$ cat src/rtl/ssfr_pkg.sv
// ----------------------------------------------------------------------------
// ssfr_pkg
// Shared types and constants for the start string / stop byte framer.
// ----------------------------------------------------------------------------
package ssfr_pkg;

    localparam int BUF_DEPTH_DEFAULT = 64;

    localparam int BYTE_W     = 8;
    localparam int IDX_W      = 6;
    localparam int PATTERN_W  = 64;
    localparam int LEN_W      = 4;
    localparam int MATCH_W    = 3;
    localparam int CFG_ADDR_W = 5;
    localparam int CFG_DATA_W = 64;

    // register indexes, taken from paddr[4:3]
    localparam logic [1:0] REG_START_PATTERN = 2'd0;
    localparam logic [1:0] REG_START_LENGTH  = 2'd1;
    localparam logic [1:0] REG_STOP_BYTE     = 2'd2;

    localparam logic [LEN_W-1:0]  START_LENGTH_RESET = 4'd1;
    localparam logic [BYTE_W-1:0] STOP_BYTE_RESET    = 8'd10;
    localparam logic [LEN_W-1:0]  START_LENGTH_MAX   = 4'd8;

    typedef enum logic [1:0] {
        ST_HUNT = 2'd0,
        ST_RECV = 2'd1,
        ST_DONE = 2'd2,
        ST_OVFL = 2'd3
    } status_t;

    typedef struct packed {
        logic [PATTERN_W-1:0] start_pattern;
        logic [LEN_W-1:0]     start_length;
        logic [BYTE_W-1:0]    stop_byte;
    } cfg_t;

    typedef struct packed {
        status_t           status;
        logic              byte_stored;
        logic [IDX_W-1:0]  byte_index;
        logic [BYTE_W-1:0] byte_value;
        logic              last;
    } result_t;

endpackage

$ cat src/rtl/ssfr_cfg.sv
// ----------------------------------------------------------------------------
// ssfr_cfg
// APB-style register file holding the start string, its length and the stop
// byte.
// ----------------------------------------------------------------------------
module ssfr_cfg
    import ssfr_pkg::*;
(
    input  logic                  clk,
    input  logic                  rst_n,
    input  logic                  psel,
    input  logic                  penable,
    input  logic                  pwrite,
    input  logic [CFG_ADDR_W-1:0] paddr,
    input  logic [CFG_DATA_W-1:0] pwdata,
    output logic [CFG_DATA_W-1:0] prdata,
    output logic                  pready,
    output cfg_t                  cfg
);

    cfg_t       cfg_reg;
    cfg_t       cfg_next;
    logic [1:0] reg_sel;
    logic       wr_en;

    assign reg_sel = paddr[4:3];
    assign wr_en   = psel && penable && pwrite;
    assign pready  = 1'b1;
    assign cfg     = cfg_reg;

    always_comb
    begin
        cfg_next = cfg_reg;
        if (wr_en)
        begin
            unique case (reg_sel)
                REG_START_PATTERN: cfg_next.start_pattern = pwdata;
                REG_START_LENGTH:  cfg_next.start_length  = pwdata[LEN_W-1:0];
                REG_STOP_BYTE:     cfg_next.stop_byte     = pwdata[BYTE_W-1:0];
                default:           cfg_next = cfg_reg;
            endcase
        end
    end

    always_comb
    begin
        unique case (reg_sel)
            REG_START_PATTERN: prdata = cfg_reg.start_pattern;
            REG_START_LENGTH:  prdata = {{(CFG_DATA_W-LEN_W){1'b0}}, cfg_reg.start_length};
            REG_STOP_BYTE:     prdata = {{(CFG_DATA_W-BYTE_W){1'b0}}, cfg_reg.stop_byte};
            default:           prdata = '0;
        endcase
    end

    always_ff @(posedge clk or negedge rst_n)
    begin
        if (!rst_n)
        begin
            cfg_reg.start_pattern <= '0;
            cfg_reg.start_length  <= START_LENGTH_RESET;
            cfg_reg.stop_byte     <= STOP_BYTE_RESET;
        end
        else
        begin
            cfg_reg <= cfg_next;
        end
    end

endmodule

$ cat src/rtl/ssfr_outbuf.sv
// ----------------------------------------------------------------------------
// ssfr_outbuf
// Two-entry result buffer: output register plus skid entry, so one stalled
// result does not block the next item.
// ----------------------------------------------------------------------------
module ssfr_outbuf
    import ssfr_pkg::*;
(
    input  logic    clk,
    input  logic    rst_n,
    input  logic    wr_valid,
    output logic    wr_ready,
    input  result_t wr_data,
    output logic    rd_valid,
    input  logic    rd_ready,
    output result_t rd_data
);

    logic    out_valid_reg;
    logic    skid_valid_reg;
    result_t out_data_reg;
    result_t skid_data_reg;
    logic    wr_fire;
    logic    rd_fire;

    assign wr_ready = !skid_valid_reg;
    assign wr_fire  = wr_valid && wr_ready;
    assign rd_fire  = out_valid_reg && rd_ready;
    assign rd_valid = out_valid_reg;
    assign rd_data  = out_data_reg;

    always_ff @(posedge clk or negedge rst_n)
    begin
        if (!rst_n)
        begin
            out_valid_reg  <= 1'b0;
            skid_valid_reg <= 1'b0;
        end
        else
        begin
            if (wr_fire)
            begin
                if (!out_valid_reg || rd_fire)
                    out_valid_reg <= 1'b1;
                else
                    skid_valid_reg <= 1'b1;
            end
            else if (rd_fire)
            begin
                if (skid_valid_reg)
                    skid_valid_reg <= 1'b0;
                else
                    out_valid_reg <= 1'b0;
            end
        end
    end

    always_ff @(posedge clk)
    begin
        if (wr_fire)
        begin
            if (!out_valid_reg || rd_fire)
                out_data_reg <= wr_data;
            else
                skid_data_reg <= wr_data;
        end
        else if (rd_fire && skid_valid_reg)
        begin
            out_data_reg <= skid_data_reg;
        end
    end

endmodule

$ cat src/rtl/start_string_stop_byte_framer_unit.sv
// ----------------------------------------------------------------------------
// start_string_stop_byte_framer_unit
// Byte-serial framer: hunts for a start string, then passes packet bytes
// with their index until the stop byte or a full buffer ends the packet.
// ----------------------------------------------------------------------------
// usage:
//   input channel (in_valid/in_ready, rx_byte) takes one received byte per
//   item; output channel (out_valid/out_ready) returns exactly one result per
//   item: status, byte_stored, byte_index, byte_value, last.
//   throughput is one item per cycle while in_ready is high; the framer
//   state (match count, receive flag, write index) updates in the cycle the
//   item is taken. the result is registered into the output register, or
//   into the skid entry while the output register holds a stalled result.
//   a two-entry output buffer absorbs one stalled result; in_ready drops only
//   while both entries are full, and comes back the cycle after out_ready.
//   the APB port sets start_pattern (addr 0), start_length (addr 8) and
//   stop_byte (addr 16); write it only while the block is idle.
//   reset puts the framer in hunting with match count and write index zero,
//   empties the output buffer, and loads start_length 1, stop_byte 10 and a
//   zero start pattern.
// ----------------------------------------------------------------------------
module start_string_stop_byte_framer_unit
    import ssfr_pkg::*;
#(
    parameter int BUF_DEPTH = BUF_DEPTH_DEFAULT
)
(
    input  logic                  clk,
    input  logic                  rst_n,
    input  logic                  psel,
    input  logic                  penable,
    input  logic                  pwrite,
    input  logic [CFG_ADDR_W-1:0] paddr,
    input  logic [CFG_DATA_W-1:0] pwdata,
    output logic [CFG_DATA_W-1:0] prdata,
    output logic                  pready,
    input  logic                  in_valid,
    output logic                  in_ready,
    input  logic [BYTE_W-1:0]     rx_byte,
    output logic                  out_valid,
    input  logic                  out_ready,
    output logic [1:0]            status,
    output logic                  byte_stored,
    output logic [IDX_W-1:0]      byte_index,
    output logic [BYTE_W-1:0]     byte_value,
    output logic                  last
);

    localparam int WI_W = $clog2(BUF_DEPTH);
    localparam logic [WI_W-1:0] WI_LIMIT = WI_W'(BUF_DEPTH - 1);

    cfg_t              cfg;
    result_t           res;
    result_t           out_res;
    logic              in_fire;

    logic              receiving_reg;
    logic              receiving_next;
    logic [MATCH_W-1:0] match_count_reg;
    logic [MATCH_W-1:0] match_count_next;
    logic [WI_W-1:0]   write_index_reg;
    logic [WI_W-1:0]   write_index_next;

    logic [LEN_W-1:0]  eff_len;
    logic [BYTE_W-1:0] expect_byte;
    logic [LEN_W-1:0]  match_inc;
    logic [WI_W-1:0]   wi_inc;
    logic [IDX_W-1:0]  idx_low;

    ssfr_cfg u_cfg (
        .clk     (clk),
        .rst_n   (rst_n),
        .psel    (psel),
        .penable (penable),
        .pwrite  (pwrite),
        .paddr   (paddr),
        .pwdata  (pwdata),
        .prdata  (prdata),
        .pready  (pready),
        .cfg     (cfg)
    );

    assign in_fire = in_valid && in_ready;

    // start length saturates into 1..8
    always_comb
    begin
        if (cfg.start_length == '0)
            eff_len = LEN_W'(1);
        else if (cfg.start_length > START_LENGTH_MAX)
            eff_len = START_LENGTH_MAX;
        else
            eff_len = cfg.start_length;
    end

    assign expect_byte = cfg.start_pattern[match_count_reg*BYTE_W +: BYTE_W];
    assign match_inc   = {1'b0, match_count_reg} + LEN_W'(1);
    assign wi_inc      = write_index_reg + WI_W'(1);

    generate
        if (WI_W >= IDX_W)
        begin : g_idx_wide
            assign idx_low = write_index_reg[IDX_W-1:0];
        end
        else
        begin : g_idx_narrow
            assign idx_low = {{(IDX_W-WI_W){1'b0}}, write_index_reg};
        end
    endgenerate

    always_comb
    begin
        receiving_next   = receiving_reg;
        match_count_next = match_count_reg;
        write_index_next = write_index_reg;
        res.status       = ST_HUNT;
        res.byte_stored  = 1'b0;
        res.byte_index   = '0;
        res.byte_value   = '0;
        res.last         = 1'b0;

        if (!receiving_reg)
        begin
            // a mismatch clears the count without rechecking this byte
            if (rx_byte == expect_byte)
            begin
                if (match_inc >= eff_len)
                begin
                    match_count_next = '0;
                    write_index_next = '0;
                    receiving_next   = 1'b1;
                    res.status       = ST_RECV;
                end
                else
                begin
                    match_count_next = match_inc[MATCH_W-1:0];
                end
            end
            else
            begin
                match_count_next = '0;
            end
        end
        else
        begin
            res.byte_stored = 1'b1;
            res.byte_index  = idx_low;
            res.byte_value  = rx_byte;
            if (rx_byte == cfg.stop_byte)
            begin
                write_index_next = '0;
                receiving_next   = 1'b0;
                res.status       = ST_DONE;
                res.last         = 1'b1;
            end
            else if (wi_inc >= WI_LIMIT)
            begin
                write_index_next = '0;
                receiving_next   = 1'b0;
                res.status       = ST_OVFL;
                res.last         = 1'b1;
            end
            else
            begin
                write_index_next = wi_inc;
                res.status       = ST_RECV;
            end
        end
    end

    always_ff @(posedge clk or negedge rst_n)
    begin
        if (!rst_n)
        begin
            receiving_reg   <= 1'b0;
            match_count_reg <= '0;
            write_index_reg <= '0;
        end
        else if (in_fire)
        begin
            receiving_reg   <= receiving_next;
            match_count_reg <= match_count_next;
            write_index_reg <= write_index_next;
        end
    end

    ssfr_outbuf u_outbuf (
        .clk      (clk),
        .rst_n    (rst_n),
        .wr_valid (in_valid),
        .wr_ready (in_ready),
        .wr_data  (res),
        .rd_valid (out_valid),
        .rd_ready (out_ready),
        .rd_data  (out_res)
    );

    assign status      = out_res.status;
    assign byte_stored = out_res.byte_stored;
    assign byte_index  = out_res.byte_index;
    assign byte_value  = out_res.byte_value;
    assign last        = out_res.last;

    // write index only counts inside a packet
    a_idx_clear_hunting: assert property (@(posedge clk) disable iff (!rst_n)
        !receiving_reg |-> write_index_reg == '0)
        else $error("write index nonzero while hunting");

    a_match_clear_recv: assert property (@(posedge clk) disable iff (!rst_n)
        receiving_reg |-> match_count_reg == '0)
        else $error("match count nonzero while receiving");

    a_stop_ends_packet: assert property (@(posedge clk) disable iff (!rst_n)
        in_fire && receiving_reg && rx_byte == cfg.stop_byte |=> !receiving_reg)
        else $error("stop byte did not end the packet");

    a_last_status: assert property (@(posedge clk) disable iff (!rst_n)
        out_valid && last |-> status == ST_DONE || status == ST_OVFL)
        else $error("last set without packet end status");

    a_stored_on_hunt: assert property (@(posedge clk) disable iff (!rst_n)
        out_valid && !byte_stored |-> !last && byte_value == '0)
        else $error("hunting result carries payload");

endmodule

$ cat config.mk
export PLATFORM = sky130hd
export DESIGN_NAME = start_string_stop_byte_framer_unit
export DESIGN_NICKNAME = d
export VERILOG_FILES = /design/src/rtl/ssfr_pkg.sv /design/src/rtl/ssfr_cfg.sv /design/src/rtl/ssfr_outbuf.sv /design/src/rtl/start_string_stop_byte_framer_unit.sv
export SDC_FILE = /design/constraint.sdc
export NUM_CORES = 1
export LEC_CHECK = 0
export CORE_MARGIN = 8
export CORE_UTILIZATION = 60
export DETAILED_ROUTE_END_ITERATION = 16
export DONT_BUFFER_PORTS = 1
export HOLD_SLACK_MARGIN = 0.02
export PLACE_DENSITY = 0.76
export SLEW_MARGIN = 20
export SYNTH_ARGS = -nofsm -noshare
export SYNTH_HDL_FRONTEND = slang
export SYNTH_HIERARCHICAL = 1
export SYNTH_SLANG_ARGS = --single-unit
$ cat constraint.sdc
create_clock -name clk -period 3.54 [get_ports clk]
set_clock_uncertainty 0.05 [all_clocks]
set_input_delay 0.885 -clock clk [delete_from_list [all_inputs] [get_ports clk]]
set_output_delay 0.885 -clock clk [all_outputs]
set_load 0.01 [all_outputs]
# After elaboration in Yosys (flattened, before gate mapping)

Cells that the tools add are included.

Flip-flop bits (word level): 124
Input bits: 84

$add $sub $neg: 2
$lt $le $gt $ge: 3
Equality and inequality tests: 7
Shift-type cells: 1
Mux-type cells: 33
Bitwise operators: 2
Reduce and logical (&&, ||, !) cells: 23

Operators with widths:

| operator                                             | number |
|---|---|
| case mux 64 bit (3 select lines)                     | 1 |
| indexed part select 64 x 7 -> 8 bit                  | 1 |
| 2-to-1 mux 18 bit                                    | 3 |
| 2-to-1 mux 6 bit                                     | 5 |
| equality test 8 bit                                  | 2 |
| 2-to-1 mux 1 bit                                     | 16 |
| 2-to-1 mux 16 bit                                    | 1 |
| AND reduction 2 bit                                  | 7 |
| 2-to-1 mux 4 bit                                     | 2 |
| nonzero test 2 bit                                   | 4 |
| adder 6 x 1 -> 6 bit (second input constant)         | 1 |
| >= comparator 6 bit (second input constant)          | 1 |
| 2-to-1 mux 2 bit                                     | 3 |
| 2-to-1 mux 3 bit                                     | 2 |
| AND reduction 3 bit                                  | 2 |
| logical AND 1 bit                                    | 5 |
| adder 3 x 1 -> 4 bit (second input constant)         | 1 |
| >= comparator 4 bit                                  | 1 |
| > comparator 4 bit (second input constant)           | 1 |
| zero test 4 bit                                      | 1 |
| inequality test 2 bit (second input constant)        | 2 |
| equality test 2 x 1 -> 1 bit (second input constant) | 1 |
| equality test 2 bit (second input constant)          | 1 |
| zero test 1 bit                                      | 2 |
| 4 further kinds                                      | 5 |

# Longest topological paths before layout

Gate-level depths: netlist of run 1.

Depth after elaboration: 9
Depth in mapped cells: 11
Gate-level depth less buffers: 11

# Hierarchy

Netlist of run 1, hierarchy kept.

Modules (own cells, without submodules):

| module                             | instances | cells each | area an instance (um^2) | seq. area each (um^2) |
|---|---|---|---|---|
| ssfr_cfg                           | 1         | 250        | 3420.8                  | 1905.6 |
| start_string_stop_byte_framer_unit | 1         | 179        | 1622.8                  | 250.2 |
| ssfr_outbuf                        | 1         | 69         | 1492.7                  | 1131.1 |

# Worst setup path after synthesis of run 1

Ideal clock, no wire load.

Path type: input port to flip-flop
Start: input port in_valid
End: register u_outbuf/skid_data_reg[0] (netlist bit) (enable)
Library setup time: 0.416 ns
Arrival time: 2.358 ns
Required time: 3.074 ns
Setup slack: 0.716 ns
Stages: 3
Path buffers: 1
Cell sequence: nand2b_4 > buf_6 > nor3_1

Longest elaborated chain between the ends: 2

Ends and longest elaborated chain:

| what                                 | RTL line                                 | RTL |
|---|---|---|
| start: declaration                   | start_string_stop_byte_framer_unit.sv:37 | `input logic in_valid,` |
| logical AND 1 bit                    | ssfr_outbuf.sv:27                        | `assign wr_fire = wr_valid && wr_ready;` |
| AND reduction 2 bit (no source line) | -                                        |  |
| end signal: assignment               | ssfr_outbuf.sv:65                        | `skid_data_reg <= wr_data;` |
| end: declaration                     | ssfr_outbuf.sv:22                        | `result_t skid_data_reg;` |

No other way between the ends.
A chain may end at the register's enable or synchronous reset.

==> metrics.csv, run 1 <==
stage,metric,value,unit
clock_network,cts_made_buffers,17,
setup_path,cpLargestDelayFamily,multiplexers,
die,num_rows,38,
synthesis,synth_xor_area_share,2.14,%
global_route,grt_use_total,21.2,%
placed_design,gp_congestion,0.836,
placed_design,portBuffers,0,
global_route,grt_pass1_vias,4339,
die,die_area,0.0145,sq mm
clock_network,cts_tree,done,
pwr,p_per_area,641,mW/mm^2
clock_network,insertion_delay,520,ps
clock_network,clkTransAtPathRegs,60,ps
synthesis,avgSynthCellArea,13.1,sq um
timing,fin_tns_setup,0,ps
finish,final_area,0.00716,sq mm
die,die_h,120,microns
synthesis,synth_area_leader_cell,dfrtp_1,
synthesis,syn_nets,589,
synthesis,synth_top_family_by_area,multiplexers,
clock_network,h-tree-depth,4,
setup_path,cp_cell_sequence,buf_4 -> mux4_1 -> mux2i_1 -> xor2_1 -> o211ai_1 -> nor4_4 -> and2b_4 -> a21o_1 -> mux2_4,
global_route,antenna_found_initial,2,
setup_path,crit_fanout,19,
clock_network,clockBufferDepth,2,
clock_network,cts_setup_buffers,0,
finish,multi_input_area,0.00303,sq mm
synthesis,yosys-mux-area-fraction,25.9,%
synthesis,yosys-top-cells-area,"dfrtp_1, edfxtp_1, mux2_2, and2_1, mux2i_1",
synthesis,synth_edf_count,36,
finish,utilization,66.7,%
synthesis,synthAdderAreaFrac,1.34,%
pwr,p_leak,3.00,nW
finish,largest_register_ffs,76,
setup_path,worstPathRequired,3870,ps
setup_path,criticalPathCategory,reg2reg,
timing,rsz0062_at_grt,no,
synthesis,synth_compound_area_share,3.79,%
global_route,grt_pass1_wl,23.7,mm
die,die_w,120,microns
synthesis,syn_inst,498,
die,ioPinCount,169,
finish,final_nets,587,
route,drtIter0Drc,195,
placed_design,placed_cells,616,
setup_path,crit_slowest_cell,mux4_1,
finish,drive_above_1_share,27.4,%
setup_path,critPathLaunch,match_count_reg[0],
setup_path,timing.rr.start,match_count_reg[0],
pwr,power.total,4.59,mW
synthesis,synth-seq-cells,124,
setup_path,reg2reg_to,u_outbuf/rd_data[16],
finish,stdcell_count,651,
setup_path,max_stage_delay,630,ps
timing,period_share,82.8,%
setup_path,path_depth,9,
hold_path,hold_path.class,in2async,
global_route,grt.overflow.total,0,
route,postRouteAntennaNets,0,
setup_path,ff2ff_setup_slack,610,ps
timing,slew_headroom,50.7,%
die,initial_core_util,60.8,%
pwr,ir_drop,0.342,mV
setup_path,cp.arrival,3270,ps
die,core_area,0.0107,sq mm
synthesis,synth_warnings,6,
route,drt_pre_antenna_iters,5,
setup_path,cp-endpoint,u_outbuf/rd_data[16],
run,maxCapViolCount,0,
clock_network,clock-sinks,124,
timing,setup_viol,0,
timing,max_freq,341,MHz
timing,drv_slew,0,
global_route,grt_max_degree,86,
synthesis,yosysSeqAreaShare,50.3,%
clock_network,cts-root-buf,clkbuf_8,
finish,fillers,808,
synthesis,async_flop_share,71.0,%
route,avgRoutedWirePerCell,23.6,microns
synthesis,synth_ff_type,dfrtp_1,
setup_path,path_buf_inv,1,
finish,areaGrowthSynthToFinish,9.59,%
route,routed_wl,15.3,mm
finish,regArea,0.00329,sq mm
synthesis,synth_top_area_share,32.5,%
route,vias,4016,
route,drc_errors,0,
setup_path,r2r_cells,9,
synthesis,synth.distinct_cells,53,
placed_design,dpl.hpwl,10.9,mm
placed_design,place_area,0.00657,sq mm
synthesis,synthesis.area,0.00654,sq mm
timing,tightest_slew,737,ps
timing,period_needed,2930,ps
synthesis,yosys.area_share.simple,13.0,%
setup_path,crit_path_start_kind,flip-flop,
timing,hold_viol_final,0,
status,outcome,completed,
setup_path,end_kind,flip-flop,
route,avgViaCountPerCell,6.17,
## how the worst min path moves through the flow
stage / from / to / slack, ps
floorplan: u_cfg/cfg[42] / u_cfg/cfg[42] / 410
global placement: u_cfg/cfg[42] / u_cfg/cfg[42] / 440
detailed placement: u_cfg/cfg[74] / u_cfg/cfg[74] / 450
CTS: rst_n / u_cfg/cfg[1] / 150
global route: rst_n / u_cfg/cfg[3] / 140
finish: rst_n / u_cfg/cfg[1] / 160
## placed cells by master (no fill, tap or decap), drive strengths merged, types with 2 or more instances in the layout
cell / synthesis / final
a21o: 3 / 3
a21oi: 6 / 6
a2bb2oi: 2 / 2
a31oi: 2 / 2
and2: 70 / 70
buf: 18 / 7
clkbuf: 10 / 18
clkinv: 0 / 7
clkinvlp: 0 / 2
dfrtp: 85 / 85
dfstp: 3 / 3
diode: 0 / 3
edfxtp: 36 / 36
ha: 7 / 7
inv: 6 / 9
mux2: 94 / 94
mux2i: 29 / 29
mux4: 11 / 11
nand2: 17 / 17
nand2b: 2 / 2
nand3: 9 / 9
nand4: 2 / 2
nor2: 19 / 19
nor2b: 9 / 9
nor3: 4 / 4
nor3b: 2 / 2
o211ai: 2 / 2
o21ai: 16 / 16
o311ai: 2 / 2
or3: 2 / 2
xnor2: 10 / 10
xor2: 6 / 6
## where the power goes
group          internal, mW  switching, mW  total (mW)
Sequential             1.85          0.274        2.13
Clock                 0.970          0.647        1.62
Combinational         0.430          0.415       0.845
Total                  3.25           1.34        4.59
## through the flow
stage          setup WS, ps  hold slack, ps
2_1_floorplan           716             414
3_3_place_gp            674             437
3_5_place_dp            647             447
4_1_cts                 623             150
5_1_grt                 437             143
6_report                610             160
## final cells by class
cell class                      instances  share of cell area [%]
Antenna cell                            3                   0.105
Clock buffer                           18                    6.13
Clock inverter                         13                    1.62
Inverter                                6                   0.314
Multi-Input combinational cell        340                    42.3
Sequential cell                       124                    45.9
Tap cell                              140                    2.45
Timing Repair Buffer                    7                    1.19
## synthesized netlist by cell type, drive strengths merged (2+ instances only)
cell	instances
mux2	94
dfrtp	85
and2	70
edfxtp	36
mux2i	29
nor2	19
buf	18
nand2	17
o21ai	16
mux4	11
clkbuf	10
xnor2	10
nand3	9
nor2b	9
ha	7
a21oi	6
inv	6
xor2	6
nor3	4
a21o	3
dfstp	3
a2bb2oi	2
a31oi	2
nand2b	2
nand4	2
nor3b	2
o211ai	2
o311ai	2
or3	2
## what timing repair did
item	CTS	global route
hold buffers	1	0
gates resized for setup	0	0
endpoints found under the hold margin	85	0
## routing by layer
layer / track usage [%] / share of wire, %
met1: 24.1 / 40
met2: 35.6 / 51
met3: 6.85 / 6.4
met4: 10.1 / 2.9
met5: 0 / 0
## kinds of logic (layout without fill, tap and decap cells)
| logic type | count (synthesis) | count (layout) |
|---|---|---|
| mux | 134 | 134 |
| other cells | 1 | 4 |
| simple gates | 143 | 143 |
| compound gates | 39 | 39 |
| xor+xnor | 16 | 16 |
| buf+inv | 34 | 44 |
| flops | 124 | 124 |
| fa+ha+maj | 7 | 7 |
(Power assumes the default switching activity.)
==> run 2, diff against run 1 <==
==> constraint.sdc (replaced) <==
create_clock -name clk -period 2.85 [get_ports clk]
set_clock_uncertainty 0.05 [all_clocks]
set_input_delay 0.7125 -clock clk [delete_from_list [all_inputs] [get_ports clk]]
set_output_delay 0.7125 -clock clk [all_outputs]
set_load 0.01 [all_outputs]
==> metrics.csv, run 2 (synthesized netlist as in run 1, its figures left out) <==
stage,metric,value,unit,change
status,outcome,completed,,
pwr,ir_drop,0.465,mV,+36%
route,drt_pre_antenna_iters,4,,-1
pwr,p_leak,3.05,nW,+1.7%
global_route,grt_pass1_wl,23.2,mm,-2.2%
timing,hold_viol_final,0,,unchanged
die,num_rows,38,,unchanged
finish,largest_register_ffs,76,,unchanged
clock_network,insertion_delay,510,ps,about the same
finish,utilization,67.4,%,+0.71 points
timing,drv_slew,0,,unchanged
timing,fin_tns_setup,0,ps,unchanged
clock_network,clock-sinks,124,,unchanged
hold_path,hold_path.class,in2async,,
placed_design,place_area,0.00662,sq mm,+0.76%
clock_network,clkTransAtPathRegs,60,ps,about the same
route,routed_wl,14.8,mm,-3.3%
global_route,grt_use_total,20.8,%,-0.40 points
clock_network,cts-root-buf,clkbuf_8,,
global_route,grt_pass1_vias,4203,,-3.1%
finish,areaGrowthSynthToFinish,10.8,%,
placed_design,gp_congestion,0.814,,-2.7%
clock_network,clockBufferDepth,2,,unchanged
die,die_w,120,microns,unchanged
setup_path,end_kind,flip-flop,,
timing,max_freq,366,MHz,+7.4%
global_route,antenna_found_initial,1,,-1
timing,setup_viol,0,,unchanged
route,drc_errors,0,,unchanged
setup_path,criticalPathCategory,reg2reg,,
die,die_h,120,microns,unchanged
setup_path,crit_path_start_kind,flip-flop,,
setup_path,cp.arrival,2950,ps,-320 ps
route,postRouteAntennaNets,0,,unchanged
finish,final_common_cell,dfrtp_1,,
clock_network,h-tree-depth,4,,unchanged
route,drtIter0Drc,183,,-6.2%
timing,slew_headroom,46.3,%,-4.4 points
placed_design,dpl.hpwl,10.8,mm,-0.55%
route,avgViaCountPerCell,5.95,,-3.5%
pwr,p_per_area,777,mW/mm^2,+21%
die,initial_core_util,60.8,%,unchanged
finish,final_cell_mix,"dfrtp_1, and2_1, mux2_2",,
timing,period_needed,2730,ps,-201 ps
placed_design,portBuffers,0,,unchanged
route,avgRoutedWirePerCell,22.5,microns,-4.5%
finish,drive_above_1_share,28.6,%,+1.2 points
timing,rsz0062_at_grt,no,,
finish,final_nets,598,,+1.9%
global_route,grt.overflow.total,0,,unchanged
global_route,grt_max_degree,89,,+3.5%
setup_path,r2r_cells,9,,unchanged
timing,period_share,95.8,%,+13 points
setup_path,worstPathRequired,3070,ps,-800 ps
die,core_area,0.0107,sq mm,unchanged
finish,final_area,0.00724,sq mm,+1.1%
route,vias,3924,,-2.3%
clock_network,cts_made_buffers,17,,unchanged
clock_network,cts_tree,done,,
setup_path,crit_fanout,8,,-11
timing,tightest_slew,806,ps,+69.2 ps
die,die_area,0.0145,sq mm,unchanged
run,maxCapViolCount,0,,unchanged
die,ioPinCount,169,,unchanged
-- run 2: cell types whose count changed in the layout (fill, tap and decap cells not counted), sizes merged --
cell,delta
inv,-3
diode,-2
clkinv,-2
clkbuf,+4
buf,+11
-- run 2: routing by layer --
layer / track usage (%) / vias to the layer above / part of all wire, % / routed length [microns]
li1: - / 1813 / - / -
met1: 24.2 / 1948 / 40 / 5910
met2: 34.2 / 141 / 51 / 7490
met3: 7.18 / 22 / 7.1 / 1050
met4: 9.68 / 0 / 2.5 / 371
met5: 0 / - / 0 / 0
-- run 2: through the flow --
stage                     std cells  hold slack (ps)  power [mW]  worst slack, ps
after floorplan                 498              367        3.44              199
after global placement          621              369        3.63              147
after detailed placement        621              369        3.72              100
after CTS                       652             60.8        5.68             72.4
after global routing            659             69.1        5.90           0.0546
final                           659             43.6        5.62              121
-- run 2: final timing paths --
check | startpoint | endpoint | slack [ps]
max | match_count_reg[0] | u_outbuf/rd_data[16] | 120
min | rst_n | u_cfg/cfg[39] | 40
max reg2reg | match_count_reg[0] | u_outbuf/rd_data[16] | 120
min reg2reg | u_cfg/cfg[74] | u_cfg/cfg[74] | 470
max in group asynchronous | rst_n | u_cfg/cfg[8] | 2340
min in group clk | pwdata[1] | u_cfg/cfg[13] | 280
-- run 2: repair_timing --
item,CTS,global route
hold buffers,1,0
gates resized for setup,0,1
endpoints found under the setup margin,0,2
hold endpoints to repair,88,0
buffers inserted,0,6
-- run 2: power by group --
| group | internal, mW | switching, mW | total (mW) |
|---|---|---|---|
| sequential | 2.30 | 0.339 | 2.64 |
| combinational | 0.542 | 0.512 | 1.05 |
| clock | 1.21 | 0.723 | 1.93 |
| total | 4.05 | 1.57 | 5.62 |
-- run 2: cell type report --
type	count	area [sq um]
diodes	1	2.50
clock buffers	22	463
clock inverters	8	70.1
fillers	817	3510
inverters	6	22.5
multi-input cells	340	3030
flip-flops and latches	124	3290
well taps	140	175
repair buffers	18	193
-- run 2: worst max-delay path, cell delays in order, from the launching register on --
cell,delay (ps)
dfrtp_1,420
buf_12,160
buf_12,120
mux4_1,610
a21oi_1,210
xnor2_1,190
nor4_4,90
and2b_4,180
a21o_1,180
mux2_4,260
==> run 3, diff against run 2 <==
--- a/config.mk
+++ b/config.mk
@@ -5,12 +5,12 @@
 export SDC_FILE = /design/constraint.sdc
 export NUM_CORES = 1
 export LEC_CHECK = 0
+export BUFFER_PORTS_ARGS = -buffer_cell sky130_fd_sc_hd__buf_2
 export CORE_MARGIN = 8
-export CORE_UTILIZATION = 60
+export CORE_UTILIZATION = 54
 export DETAILED_ROUTE_END_ITERATION = 16
-export DONT_BUFFER_PORTS = 1
 export HOLD_SLACK_MARGIN = 0.02
-export PLACE_DENSITY = 0.76
+export PLACE_DENSITY = 0.81
 export SLEW_MARGIN = 20
 export SYNTH_ARGS = -nofsm -noshare
 export SYNTH_HDL_FRONTEND = slang
==> metrics.csv, run 3 (synthesized netlist as in run 1, its figures left out) <==
stage,metric,value,unit,change
finish,final_nets,760,,+27%
route,drtIter0Drc,245,,+34%
die,core_area,0.0119,sq mm,+11%
setup_path,cp-endpoint,u_outbuf/rd_data[16],,
pwr,ir_drop,0.357,mV,-23%
clock_network,clockBufferDepth,2,,unchanged
timing,period_share,95.3,%,-0.45 points
route,wl_met2,7.91,mm,+5.7%
finish,diodes,0,,-1
timing,tightest_slew,754,ps,-52.3 ps
finish,final_common_cell,buf_2,,
pwr,p_per_area,758,mW/mm^2,-2.4%
timing,hold_viol_final,0,,unchanged
route,drt_pre_antenna_iters,4,,unchanged
setup_path,crit_slowest_cell,dfrtp_1,,
placed_design,gp_congestion,0.803,,-1.3%
finish,utilization,68.3,%,+0.94 points
die,die_h,126,microns,+4.7%
timing,slew_headroom,49.8,%,+3.5 points
die,ioPinCount,169,,unchanged
setup_path,worstPathRequired,2950,ps,-120 ps
clock_network,h-tree-depth,4,,unchanged
global_route,grt_max_degree,61,,-31%
setup_path,timing.rr.start,match_count_reg[0],,
route,vias,4594,,+17%
route,top_layer,met5,,
route,avgViaCountPerCell,5.54,,-6.9%
setup_path,crit_top_cell,a21o_1,,
die,initial_core_util,54.9,%,-6.0 points
global_route,grt_pass1_vias,5083,,+21%
setup_path,r2r_cells,9,,unchanged
clock_network,clkTransAtPathRegs,50,ps,about the same
finish,largest_register_ffs,76,,unchanged
clock_network,cts-root-buf,clkbuf_16,,
global_route,grt_use_total,20.4,%,-0.44 points
timing,max_freq,368,MHz,+0.47%
finish,drive_above_1_share,46.3,%,+18 points
setup_path,crit_fanout,5,,-3
placed_design,placed_cells,796,,+28%
timing,drv_slew,0,,unchanged
route,wl_met1,6.72,mm,+14%
placed_design,portBuffers,164,,+164
timing,whs,262,ps,+219 ps
global_route,grt.overflow.total,0,,unchanged
timing,fin_tns_setup,0,ps,unchanged
setup_path,criticalPathCategory,reg2reg,,
route,drc_errors,0,,unchanged
die,die_area,0.0159,sq mm,+9.6%
placed_design,dpl.hpwl,11.8,mm,+8.9%
die,die_w,126,microns,+4.7%
pwr,p_leak,3.81,nW,+25%
status,outcome,completed,,
global_route,antenna_found_initial,2,,+1
timing,setup_viol,0,,unchanged
die,num_rows,40,,+5.3%
setup_path,cp.arrival,2820,ps,-130 ps
finish,areaGrowthSynthToFinish,24.5,%,
route,wl_met3,1.12,mm,+6.2%
clock_network,cts_made_buffers,17,,unchanged
hold_path,hold_path.class,in2async,,
clock_network,insertion_delay,410,ps,-100 ps
setup_path,cp_cell_sequence,buf_4 -> ha_1 -> ha_1 -> a21o_1 -> a21o_1 -> a21oi_1 -> and2b_4 -> a21o_1 -> mux2_4,,
clock_network,clock-sinks,124,,unchanged
clock_network,ctsHoldBuffers,0,,-1
timing,period_needed,2720,ps,-12.9 ps
placed_design,pre_cts_ws,121,ps,+20.2 ps
setup_path,crit_path_start_kind,flip-flop,,
global_route,grt_pass1_wl,25.8,mm,+11%
route,avgRoutedWirePerCell,19.5,microns,-13%
clock_network,cts_tree,done,,
setup_path,end_kind,flip-flop,,
setup_path,ff2ff_setup_slack,130,ps,about the same
finish,final_cell_mix,"buf_2, dfrtp_1, and2_1",,
setup_path,critPathLaunch,match_count_reg[0],,
finish,stdcell_count,829,,+26%
run,maxCapViolCount,0,,unchanged
setup_path,reg2reg_to,u_outbuf/rd_data[16],,
setup_path,max_stage_delay,410,ps,-200 ps
timing,fin_ws,134,ps,+12.9 ps
route,routed_wl,16.1,mm,+8.9%
route,postRouteAntennaNets,0,,unchanged
[run 3: power by group]
group          internal, mW  switching, mW
Sequential             2.30          0.285
Combinational         0.705          0.660
Clock                  1.46          0.761
Total                  4.46           1.71
[run 3: how the worst min path moves through the flow]
stage | startpoint | endpoint | depth (start not counted)
3_3_place_gp | u_cfg/cfg[74] | u_cfg/cfg[74] | 1
5_1_grt | rst_n | u_cfg/cfg[69] | 1
6_report | rst_n | u_cfg/cfg[69] | 1
4_1_cts | rst_n | u_cfg/cfg[44] | 1
3_5_place_dp | u_cfg/cfg[75] | u_cfg/cfg[75] | 1
2_1_floorplan | rst_n | idx_low[0] | 0
[run 3: layout make-up]
| type | count | area (sq um) |
|---|---|---|
| multi-input combinational | 340 | 3030 |
| fill | 877 | 3770 |
| clock buffer | 21 | 480 |
| inverter | 6 | 22.5 |
| timing repair buffer | 180 | 997 |
| tap | 147 | 184 |
| clock inverter | 11 | 139 |
| sequential | 124 | 3290 |
[run 3: worst max-delay path, delay by kind of cell (launching register included)]
family,cells,cell delay [ps]
multiplexers,1,270
AND/OR/NAND/NOR,1,220
AO/OA/AOI/OAI,4,700
adder cells (fa/ha/maj),2,630
buffers and inverters,1,180
flip-flops,1,410
[run 3: through the flow]
step	power, mW	instance area (sq um)
3_5_place_dp	3.97	7510
5_1_grt	6.46	8140
3_3_place_gp	3.90	7510
4_1_cts	6.21	8130
6_report	6.17	8140
2_1_floorplan	3.44	6540
[run 3: timing repair]
item | in CTS | in global routing
resized for setup | 0 | 4
setup endpoints to repair | 0 | 3
setup buffers | 0 | 1
[run 3: per-layer routing]
metal	track usage, %	up-vias
li1	-	2133
met2	34.2	180
met5	0	-
met1	23.3	2242
met3	6.96	35
met4	8.49	4
